--- src/design/dfr_pkg.sv ---
// Package for the delimited frame receiver: delimiter bytes and result event codes.
// No dependencies.
`default_nettype none

package dfr_pkg;

    localparam logic [7:0] START_BYTE = 8'hFF;
    localparam logic [7:0] END_BYTE   = 8'hFE;

    typedef enum logic [1:0] {
        EV_NONE    = 2'd0,
        EV_BYTE    = 2'd1,
        EV_DONE    = 2'd2,
        EV_DISCARD = 2'd3
    } t_event;

endpackage

`default_nettype wire

--- src/design/delimited_frame_receiver.sv ---
// Delimited frame receiver: parses 0xFF, flags, device, length, payload, 0xFE frames.
// Depends on dfr_pkg.
//
// Usage: bytes arrive on the input channel (i_valid / o_ready / i_rx_byte), one
// transfer per byte. Every accepted byte produces exactly one result transfer on
// the output channel (o_valid / i_ready): an event code (nothing, payload byte
// with index, frame done, frame discarded) plus the flags, device id and length
// of the current or last frame.
// Latency: the result of a byte is presented in the cycle after its transfer.
// Throughput: one byte per cycle while the output is not stalled; the parse state
// and the result register are updated in a single pass at each input transfer.
// Stall: the result register holds while i_ready is low; o_ready stays high
// while the register is empty or is being emptied in the same cycle, so a
// new byte can enter in the cycle its predecessor's result leaves.
// Reset (synchronous, i_rst_n low): parser waits for a start byte, header
// fields and payload count clear, no result is pending.
`default_nettype none

module delimited_frame_receiver (
    input  wire logic       i_clk,
    input  wire logic       i_rst_n,
    input  wire logic       i_valid,
    output logic            o_ready,
    input  wire logic [7:0] i_rx_byte,
    output logic            o_valid,
    input  wire logic       i_ready,
    output logic [1:0]      o_event_res,
    output logic [7:0]      o_payload_byte,
    output logic [7:0]      o_payload_index,
    output logic [7:0]      o_frame_flags,
    output logic [7:0]      o_frame_device,
    output logic [7:0]      o_frame_length
);

    typedef enum logic [2:0] {
        PH_WAIT   = 3'd0,
        PH_FLAGS  = 3'd1,
        PH_DEVICE = 3'd2,
        PH_LENGTH = 3'd3,
        PH_DATA   = 3'd4,
        PH_END    = 3'd5
    } t_phase;

    t_phase          r_phase, n_phase;
    logic [7:0]      r_flags, n_flags;
    logic [7:0]      r_device, n_device;
    logic [7:0]      r_length, n_length;
    logic [7:0]      r_count, n_count;
    dfr_pkg::t_event n_event;
    logic [7:0]      n_pbyte, n_pidx;
    logic            r_valid;
    logic            w_in_xfer;

    assign o_ready   = !r_valid || i_ready;
    assign w_in_xfer = i_valid && o_ready;
    assign o_valid   = r_valid;

    always_comb begin
        n_phase  = r_phase;
        n_flags  = r_flags;
        n_device = r_device;
        n_length = r_length;
        n_count  = r_count;
        n_event  = dfr_pkg::EV_NONE;
        n_pbyte  = 8'd0;
        n_pidx   = 8'd0;
        if (r_phase != PH_WAIT && i_rx_byte == dfr_pkg::START_BYTE) begin
            n_event = dfr_pkg::EV_DISCARD;
            n_phase = PH_FLAGS;
        end else begin
            unique case (r_phase)
                PH_FLAGS: begin
                    n_flags = i_rx_byte;
                    n_phase = PH_DEVICE;
                end
                PH_DEVICE: begin
                    n_device = i_rx_byte;
                    n_phase  = PH_LENGTH;
                end
                PH_LENGTH: begin
                    n_length = i_rx_byte;
                    n_count  = 8'd0;
                    n_phase  = PH_DATA;
                end
                PH_DATA: begin
                    if (r_count != r_length) begin
                        if (i_rx_byte == dfr_pkg::END_BYTE) begin
                            n_event = dfr_pkg::EV_DISCARD;
                            n_phase = PH_WAIT;
                        end else begin
                            n_event = dfr_pkg::EV_BYTE;
                            n_pbyte = i_rx_byte;
                            n_pidx  = r_count;
                            n_count = r_count + 8'd1;
                        end
                    end else if (i_rx_byte == dfr_pkg::END_BYTE) begin
                        n_event = dfr_pkg::EV_DONE;
                        n_phase = PH_WAIT;
                    end else begin
                        n_phase = PH_END;
                    end
                end
                PH_END: begin
                    if (i_rx_byte == dfr_pkg::END_BYTE) begin
                        n_event = dfr_pkg::EV_DONE;
                        n_phase = PH_WAIT;
                    end
                end
                default: begin
                    n_phase = (i_rx_byte == dfr_pkg::START_BYTE) ? PH_FLAGS : PH_WAIT;
                end
            endcase
        end
    end

    always_ff @(posedge i_clk) begin
        if (!i_rst_n) begin
            r_phase  <= PH_WAIT;
            r_flags  <= 8'd0;
            r_device <= 8'd0;
            r_length <= 8'd0;
            r_count  <= 8'd0;
            r_valid  <= 1'b0;
        end else begin
            if (w_in_xfer) begin
                r_phase         <= n_phase;
                r_flags         <= n_flags;
                r_device        <= n_device;
                r_length        <= n_length;
                r_count         <= n_count;
                r_valid         <= 1'b1;
                o_event_res     <= n_event;
                o_payload_byte  <= n_pbyte;
                o_payload_index <= n_pidx;
                o_frame_flags   <= n_flags;
                o_frame_device  <= n_device;
                o_frame_length  <= n_length;
            end else if (i_ready) begin
                r_valid <= 1'b0;
            end
        end
    end

    a_reset_empty: assert property (@(posedge i_clk) !i_rst_n |=> !o_valid)
        else $error("result pending after reset");

    a_count_bound: assert property (@(posedge i_clk) disable iff (!i_rst_n)
        r_phase == PH_DATA |-> r_count <= r_length)
        else $error("payload count beyond declared length");

    a_quiet_fields: assert property (@(posedge i_clk) disable iff (!i_rst_n)
        (o_valid && o_event_res != dfr_pkg::EV_BYTE)
            |-> (o_payload_byte == 8'd0 && o_payload_index == 8'd0))
        else $error("payload fields nonzero outside a payload event");

    a_idle_ignore: assert property (@(posedge i_clk) disable iff (!i_rst_n)
        (w_in_xfer && r_phase == PH_WAIT && i_rx_byte != dfr_pkg::START_BYTE)
            |=> (o_valid && o_event_res == dfr_pkg::EV_NONE && r_phase == PH_WAIT))
        else $error("byte outside a frame was not ignored");

endmodule

`default_nettype wire
--- config.mk ---
export PLATFORM = sky130hd
export DESIGN_NAME = delimited_frame_receiver
export DESIGN_NICKNAME = d
export VERILOG_FILES = /design/src/design/dfr_pkg.sv /design/src/design/delimited_frame_receiver.sv
export SDC_FILE = /design/constraint.sdc
export NUM_CORES = 1
export LEC_CHECK = 0
export BUFFER_PORTS_ARGS = -buffer_cell sky130_fd_sc_hd__buf_2
export CAP_MARGIN = 20
export CORE_MARGIN = 3
export CORE_UTILIZATION = 51
export DETAILED_ROUTE_END_ITERATION = 12
export PLACE_DENSITY_LB_ADDON = 0.1
export REMOVE_ABC_BUFFERS = 1
export SLEW_MARGIN = 0
export SYNTH_ARGS = -nofsm -noshare
export SYNTH_HDL_FRONTEND = slang
export SYNTH_SLANG_ARGS = --single-unit
--- constraint.sdc ---
create_clock -name i_clk -period 2 [get_ports i_clk]
set_input_delay 0.4 -clock i_clk [delete_from_list [all_inputs] [get_ports i_clk]]
set_output_delay 0.4 -clock i_clk [all_outputs]
set_load 0.05 [all_outputs]
==> results of run 1 <==
-- registers in the layout, indices dropped and copies added, names as in the netlist, 8 cells and up --
name	cells
o_frame_device	8
o_frame_flags	8
o_frame_length	8
o_payload_byte	8
o_payload_index	8
r_count	8
r_device	8
r_flags	8
r_length	8
-- stage by stage --
| step | setup slack [ps] | utilization [%] | total power [W] | cell area, sq um | setup TNS [ps] |
|---|---|---|---|---|---|
| 3_3_place_gp | 107 | 62.9 | 0.00212 | 4090 | 0 |
| 5_1_grt | 8.62 | 65.8 | 0.00325 | 4270 | 0 |
| 4_1_cts | 81.3 | 65.5 | 0.00316 | 4260 | 0 |
| 2_1_floorplan | -583 | - | 0.00199 | 3440 | -26080 |
| 6_report | 92.1 | 65.8 | 0.00313 | 4270 | 0 |
| 3_5_place_dp | 72.0 | 62.9 | 0.00212 | 4090 | 0 |
-- kinds of logic (layout without fill, tap and decap cells) --
family                     Yosys count  after routing  share of synthesized area, %
xor gates and xnor gates             9              9                          2.26
and+or+nand+nor                    102            102                          17.0
muxes                               38             38                          11.7
AOI/OAI and AO/OA                   42             42                          9.38
adders and majority gates            2              2                         0.719
buffers and inverters               15            111                          1.94
DFF                                 78             78                          56.9
-- worst max-delay path by stage --
stage	to	slack, ps	cells after the start
5_1_grt	r_count[3]$_SDFFE_PN0P_	9	5
6_report	r_count[3]$_SDFFE_PN0P_	90	5
2_1_floorplan	o_event_res[0]$_SDFFCE_PP1P_	-580	2
3_3_place_gp	r_count[3]$_SDFFE_PN0P_	110	5
3_5_place_dp	r_device[6]$_SDFFE_PN0P_	70	8
4_1_cts	r_count[3]$_SDFFE_PN0P_	80	5
-- metal layers --
metal | track usage [%] | vias up | routed length [um]
li1 | - | 1224 | -
met2 | 29.4 | 67 | 3330
met1 | 28.0 | 1143 | 3530
met5 | 0 | - | 0
met4 | 6.18 | 0 | 80
met3 | 4.75 | 7 | 369
-- critical path, stage by stage (launching register included) --
cell and delay (ps):
dfxtp_1 380, or3b_4 440, a221oi_4 290, o311ai_4 200, or3_1 400, a21oi_2 130
-- layout make-up --
cell class                 instances  area, sq um  share of cell area [%]
multi-input combinational        193         1430                    33.6
tap                               77         96.3                    2.26
timing repair buffer              89          568                    13.3
clock inverter                     4         23.8                   0.557
sequential                        78         1980                    46.4
clock buffer                      12          145                    3.40
inverter                           6         22.5                   0.527
-- cells in the final DEF, fill, tap and decap left out, types with 3 or more instances in the layout --
master and count:
and2_1 17, inv_1 5, clkbuf_8 10, o21ai_0 5, xnor2_1 9, mux2i_1 15, nor2b_1 18, dfxtp_1 36
or3_1 4, buf_12 3, nor2_1 8, mux2_2 23, and3_1 5, edfxtp_1 42, a21oi_1 10, buf_4 31
nand3_1 4, buf_2 55, nand4_1 3, a21boi_0 9, nand2_1 25, clkinv_2 3
-- where the power goes --
| group | total, W | internal, W | switching [W] |
|---|---|---|---|
| clock | 0.00105 | 0.000482 | 0.000565 |
| sequential | 0.00174 | 0.00173 | 0.0000158 |
| combinational | 0.000344 | 0.000103 | 0.000240 |
| total | 0.00313 | 0.00231 | 0.000821 |
-- what timing repair did --
item,CTS,global route
setup endpoints to repair,0,1
setup buffers,0,2
hold endpoints to repair,0,0
==> results.md, run 1 <==
- Worst setup path startpoint: r_phase[0]$_SDFFE_PN0P_
- CTS root buf: clkbuf_8
- DRT Pass-1 Iters: 4
- Worst-margin pin slew: 527 ps
- Fillers: 510
- Placed cell count: 441
- Fraction of layout cells with a size suffix above 1: 36.9%
- Vias in the first global route: 2,297
- RD Place Congestion: 0.807
- TritonCTS Buffers: 9
- Most frequent cells after synthesis: edfxtp_1, dfxtp_1, nand2_1
- Die Ht: 88.6 um
- CTS sink count: 78
- WL final: 7310 um
- Setup crit end kind: flip-flop
- Ranking of synthesized cells by area: edfxtp_1, dfxtp_1, mux2_2
- Synth area leader: edfxtp_1
- Post-Syn Area: 0.00348 sq mm
- PwrDens: 734 mW/mm^2
- Hold Buf Count CTS: 0
- Clock Latency Late Sink: 340 ps
- Pins Over Slew Limit: 0
- Global-route wire length before repair: 11,500 um
- P_leak: 1.63 nW
- Async S/R FF share, synth: 0%
- Number of inserted diodes: 0
- R2r startpoint: r_phase[0]$_SDFFE_PN0P_
- Initial DRC Count: 118
- Post_cts resized: 0
- Most used DFF post-synth: edfxtp_1
- Gate count of the mapped netlist: 286
- Max Clk Rate: 524 MHz
- Layout area overhead: 22.7%
- Final Net Count: 391
- Tcrit/Tclk final: 95.4%
- Max Cap Violations: 0
- WHS Endpoint: r_length[0]$_SDFFE_PN0P_
- Die ar.: 0.00786 sq mm
- Num rows: 29
- CTS clock-pin slew for the worst setup and hold paths: 80 ps
- CP max FO: 8
- Max IR drop VDD: 0.000476 V
- Most frequent cell after synthesis: edfxtp_1
- Worst Path Arrival: 2190 ps
- RR Endpoint: r_count[3]$_SDFFE_PN0P_
- Relative slew margins: 64.9%
- Status: complete, no violations
- Largest net degree at the start of global routing: 30
- Initial Util: 53.6%
- Post-DP HPWL: 5040 um
- CTS tree: done
- Kind of critical path: reg -> reg
- Internal reg-to-reg setup slack: 90 ps
- Routed Antenna Nets: 0
- Final clock skew: 10.5 ps
- Non-Filler Instances: 459
- CP Data Required Time: 2280 ps
- Yosys top cell area share: 36.2%
- Distinct cells, synth: 50
- CP Launch Type: flip-flop
- Tmin final: 1910 ps
- Number of port buffers: 55
- RSZ-0062 raised after global routing: false
- GRT Overall Usage: 19.6%
- Min-delay src: i_rx_byte[0]
- Seq cells post-synth: 78
- Yosys warning total: 0
- Core Region: 0.00649 sq mm
- Initial antenna violation count: 0
- R2R depth: 5
- Endpoints failing setup: 0
- Post-synth EDFFs: 42
- Hold Path Cell Cnt: 3
- Io pins: 56
- Syn avg cell area: 12.2 sq um
- # DRC: 0
- Grt total ovfl: 0
- Overall die width: 88.6 um
- HP Class: in -> reg
- Vias per std cell: 5.32
- Worst Hold Margin: 421 ps
- Sequential area share after synthesis: 56.9%
- H-tree levels: 3
- Wire per inst: 15.9 um
- Worst-case clock buffer depth: 2
- Final Hold Fails: 0
- Via count: 2,441
Power figures use the tool's default switching activity.
==> inputs of run 2 (changes only) <==
ABC_AREA = 1   (was default)
CORE_MARGIN = default   (was 3)
SLEW_MARGIN = 25   (was 0)
==> run 2 against run 1 <==
The flow now finishes with violations (design-rule violations). Worst hold slack got worse by 140 ps. Critical endpoint is now o_payload_byte[1]$_SDFFCE_PP0P_. Largest power group unchanged. Register-to-register slack improved by 160 ps. Sequential power rose by 4%.
==> results.md, run 2 <==
- Number of inserted diodes: 0
- Async S/R FF share, synth: 0%
- PwrDens: 862 mW/mm^2
- Syn avg cell area: 8.73 sq um
- Gate count of the mapped netlist: 407
- Final Hold Fails: 0
- Routed Antenna Nets: 0
- Sequential area share after synthesis: 55.8%
- GRT Overall Usage: 21.1%
- Worst path slowest cell: nand4_2
- Vias in the first global route: 2,451
- Number of port buffers: 55
- Setup crit end kind: flip-flop
- Grt total ovfl: 0
- CTS sink count: 78
- TritonCTS Buffers: 9
- Overall die width: 85.5 um
- Layout area overhead: 16.4%
- Via count: 2,746
- Most used DFF post-synth: edfxtp_1
- HP Class: in -> reg
- Relative slew margins: 66.3%
- Critical-path cell list: nor2_1, nand2_2, inv_2, nand4_2, nor2_1
- Seq cells post-synth: 78
- Initial Util: 52.6%
- Global-route wire length before repair: 11,800 um
- DRT Pass-1 Iters: 9
- Hold Buf Count CTS: 0
- Post-synthesis xor/xnor area fraction: 1.48%
- RD Place Congestion: 0.832
- Worst Path Arrival: 1930 ps
- Synth Area in Adders: 0.704%
- Num rows: 30
- Distinct cells, synth: 32
- Max Clk Rate: 573 MHz
- Post-synth EDFFs: 42
- Initial DRC Count: 164
- Fraction of layout cells with a size suffix above 1: 22.3%
- Most common cell after layout, fill and taps aside: nand2_1
- Worst Hold Margin: 285 ps
- Slowest cell delay on critical path: 420 ps
- Multiplexer share of the synthesized area: 0%
- Synth Area in Compound Gates: 11.6%
- Ranking of synthesized cells by area: edfxtp_1, dfxtp_1, nand2_1
- Post-CTS setup buffers: 0
- Largest net degree at the start of global routing: 35
- CTS root buf: clkbuf_8
- Max IR drop VDD: 0.000504 V
- Most frequent cells after synthesis: nand2_1, inv_1, nor2_1
- Clock Latency Late Sink: 350 ps
- Cell area after placement: 0.00392 sq mm
- Wire per inst: 13.1 um
- Core Region: 0.00676 sq mm
- Initial antenna violation count: 0
- CTS clock-pin slew for the worst setup and hold paths: 80 ps
- Yosys top cell area share: 35.5%
- Post-Syn Area: 0.00355 sq mm
- Tcrit/Tclk final: 87.3%
- Post-route cell area: 0.00414 sq mm
- Final clock skew: 11.4 ps
- Worst-case clock buffer depth: 2
- Pins Over Slew Limit: 0
- Fin Setup TNS: 0 ps
- Post-DP HPWL: 4890 um
- Violated checks: design-rule violations
- Status: finished, violations left
- # DRC: 1
- Final Net Count: 480
- Die Ht: 85.5 um
- Yosys warning total: 0
- CP max FO: 16
- CP Data Required Time: 2180 ps
- Kind of critical path: reg -> reg
- RSZ-0062 raised after global routing: false
- Die ar.: 0.00731 sq mm
- Commonest cells after routing, fill and taps aside: nand2_1, inv_1, nor2_1, buf_2, edfxtp_1
- Post_cts resized: 0
- Tmin final: 1750 ps
- Most frequent cell after synthesis: nand2_1
- Endpoints failing setup: 0
- Top cell by count, worst path: nor2_1
- Internal reg-to-reg setup slack: 250 ps
- Max Cap Violations: 0
- Bufs and invs on worst path: 1
- Worst-margin pin slew: 505 ps
- Utilization after layout: 61.2%
- Vias per std cell: 4.98
- CTS tree: done
- Fillers: 605
- CP Launch Type: flip-flop
- Largest family of logic cells by synthesized area: simple AND/OR/NAND/NOR gates
- Synth Area in Simple Gates: 21.8%
- H-tree levels: 3
- Synth area leader: edfxtp_1
- Io pins: 56
- Delay-heaviest family, CP: simple AND/OR/NAND/NOR gates
- P_leak: 1.84 nW
- WL final: 7200 um
## run 2: path summary, 6_finish.rpt
path / from / end / cells after the start
max reg2reg: r_phase[0]$_SDFFE_PN0P_ / o_payload_byte[1]$_SDFFCE_PP0P_ / 5
max: r_phase[0]$_SDFFE_PN0P_ / o_payload_byte[1]$_SDFFCE_PP0P_ / 5
min reg2reg: r_count[4]$_SDFFE_PN0P_ / r_count[4]$_SDFFE_PN0P_ / 2
min: i_rst_n / r_phase[1]$_SDFFE_PN0P_ / 2
## run 2: kinds of logic (layout without fill, tap and decap cells)
kind of cell	after synthesis	after routing
xor gates and xnor gates	6	6
adders and majority gates	2	2
DFF	78	78
buffers and inverters	75	139
AOI/OAI and AO/OA	75	75
and+or+nand+nor	171	171
## run 2: metrics by stage
step / total power [W] / instances / worst slack (ps)
4_1_cts: 0.00359 / 551 / 256
3_3_place_gp: 0.00230 / 535 / 266
2_1_floorplan: 0.00219 / 394 / -2000
5_1_grt: 0.00371 / 551 / 64.1
3_5_place_dp: 0.00231 / 535 / 197
6_report: 0.00356 / 551 / 254
## run 2: per-layer routing
metal / GRT usage [%] / wire length (um) / up-vias
met1: 29.0 / 3450 / 1255
met2: 32.0 / 3390 / 55
met5: 0 / 0 / -
met3: 4.18 / 248 / 10
li1: - / - / 1426
met4: 10.5 / 111 / 0
## run 2: power by group
| part | internal (W) | switching (W) |
|---|---|---|
| Combinational | 0.000122 | 0.000345 |
| Sequential | 0.00177 | 0.0000335 |
| Clock | 0.000708 | 0.000582 |
## run 2: layout make-up
cell class                      instances  area, sq um  area share [%]
Sequential cell                        78         1980            47.9
Inverter                               62          233            5.63
Multi-Input combinational cell        254         1270            30.8
Clock buffer                           11          131            3.18
Tap cell                               80          100            2.42
Clock inverter                          5         83.8            2.03
Timing Repair Buffer                   61          333            8.05
==> inputs of run 3 (changes only) <==
RECOVER_POWER = 100   (was default)
REMOVE_ABC_BUFFERS = default   (was 1)
==> run 3 against run 2 <==
Clock skew down 3.9 ps. Critical path type unchanged. Non-clock buffer count up 1. Global-route usage up 1.4 points. Critical endpoint is now o_payload_byte[5]$_SDFFCE_PP0P_. The run now ends clean. Flip-flop and latch count unchanged. Register-to-register slack about the same. Sequential power about the same.
==> results.md, run 3 (synthesis results as in run 2) <==
- Initial antenna violation count: 0
- Post-DP HPWL: 5250 um
- R2R depth: 5
- Internal reg-to-reg setup slack: 240 ps
- Final Net Count: 481
- H-tree levels: 3
- PwrDens: 887 mW/mm^2
- Overall die width: 85.5 um
- Number of port buffers: 55
- P_int: 0.00261 W
- Largest net degree at the start of global routing: 35
- Slowest cell delay on critical path: 450 ps
- Total chip power: 0.00357 W
- Fin Setup TNS: 0 ps
- Status: complete, no violations
- CP Launch Type: flip-flop
- Clock Latency Late Sink: 350 ps
- Post-CTS setup buffers: 0
- Worst Path Arrival: 1950 ps
- Layout area overhead: 13.3%
- Relative slew margins: 59.1%
- CTS root buf: clkbuf_8
- Worst-margin pin slew: 617 ps
- CTS sink count: 78
- Switching portion of total power: 26.8%
- WL final: 7570 um
- Fraction of layout cells with a size suffix above 1: 10.4%
- Tmin final: 1760 ps
- Worst-case clock buffer depth: 2
- Die ar.: 0.00731 sq mm
- RSZ-0062 raised after global routing: false
- Io pins: 56
- Utilization after layout: 59.6%
- Initial Util: 52.6%
- Global-route wire length before repair: 12,500 um
- Grt total ovfl: 0
- Wire per inst: 13.7 um
- Min-delay src: i_rst_n
- CP Data Required Time: 2190 ps
- Post-route cell area: 0.00403 sq mm
- Switching Power: 0.000958 W
- Delay-heaviest family, CP: simple AND/OR/NAND/NOR gates
- Bufs and invs on worst path: 0
- Synthesized Nets: 421
- P_leak: 1.71 nW
- Max IR drop VDD: 0.000481 V
- Setup crit end kind: flip-flop
- Pins Over Slew Limit: 0
- Most common cell after layout, fill and taps aside: nand2_1
- Worst setup path startpoint: r_phase[0]$_SDFFE_PN0P_
- HP Class: in -> reg
- CTS clock-pin slew for the worst setup and hold paths: 80 ps
- TritonCTS Buffers: 9
- Via count: 2,772
- Final clock skew: 7.47 ps
- CP max FO: 16
- Worst path slowest cell: nand4_2
- RR Endpoint: o_payload_byte[5]$_SDFFCE_PP0P_
- DRT Pass-1 Iters: 5
- Tcrit/Tclk final: 87.9%
- Clk pwr share: 37.1%
- R2r startpoint: r_phase[0]$_SDFFE_PN0P_
- Core Region: 0.00676 sq mm
- Number of inserted diodes: 0
- Hold Path Cell Cnt: 2
- Die Ht: 85.5 um
- Kind of critical path: reg -> reg
- GRT Overall Usage: 22.5%
- Post_cts resized: 0
- Max Clk Rate: 569 MHz
- Final Hold Fails: 0
- Endpoints failing setup: 0
- CTS tree: done
- Combinational Power Share: 12.2%
- Num rows: 30
- Cell area after placement: 0.00394 sq mm
- Top cell by count, worst path: nor2_1
- Vias in the first global route: 2,607
- Commonest cells after routing, fill and taps aside: nand2_1, inv_1, nor2_1, clkbuf_1, edfxtp_1
- Routed Antenna Nets: 0
- Vias per std cell: 5.02
- Hold Buf Count CTS: 0
- # DRC: 0
- Power share of the sequential group: 50.7%
- Max Cap Violations: 0
- Critical-path cell list: nor2_1, nand2_1, nand3_1, nand4_2, nor2_1
- WHS Endpoint: r_phase[1]$_SDFFE_PN0P_
- RD Place Congestion: 0.818
- Initial DRC Count: 215
[run 3: changes by cell type in the layout (fill, tap and decap cells not counted), sizes merged]
cell	change
clkinvlp	-2
clkbuf	+48
clkinv	+3
inv	-1
buf	-47
[run 3: through the flow]
step	cells	worst slack [ps]	hold WS, ps
4_1_cts	552	220	292
5_1_grt	552	45.1	300
3_3_place_gp	536	144	467
3_5_place_dp	536	130	473
6_report	552	242	295
2_1_floorplan	407	4.40	467
[run 3: cell type report]
cell class	count	area [sq um]
fill	655	2730
sequential	78	1980
multi-input combinational	254	1220
timing repair buffer	62	263
inverter	62	233
clock buffer	11	141
tap	80	100
clock inverter	5	82.6
[run 3: metal layers]
layer	share of wire, %	routed length (um)	global-route usage, %	vias to the layer above
li1	-	-	-	1428
met1	46	3470	29.4	1254
met2	47	3560	36.9	76
met3	5.0	382	4.18	14
met4	2.0	148	8.94	0
met5	0	0	0	-
[run 3: worst max-delay path by stage]
stage / endpoint / depth (start not counted)
floorplan: o_event_res[0]$_SDFFCE_PP1P_ / 5
global placement: o_payload_byte[7]$_SDFFCE_PP0P_ / 6
detailed placement: o_payload_byte[5]$_SDFFCE_PP0P_ / 6
CTS: o_payload_index[4]$_SDFFCE_PP0P_ / 8
global route: r_flags[4]$_SDFFE_PN0P_ / 6
finish: o_payload_byte[5]$_SDFFCE_PP0P_ / 5
[run 3: worst reg2reg max path, delay by kind of cell, from the launching register on]
kind / cells / cell delay (ps)
simple gates: 5 / 1190
flops: 1 / 410
[run 3: power by group through the flow]
stage | Combinational, W | Sequential [W] | Clock [W]
after floorplan | 0.000215 | 0.00198 | 0
after CTS | 0.000478 | 0.00181 | 0.00134
after global routing | 0.000481 | 0.00182 | 0.00140
after global placement | 0.000468 | 0.00184 | 0
after detailed placement | 0.000476 | 0.00185 | 0
final | 0.000437 | 0.00181 | 0.00132
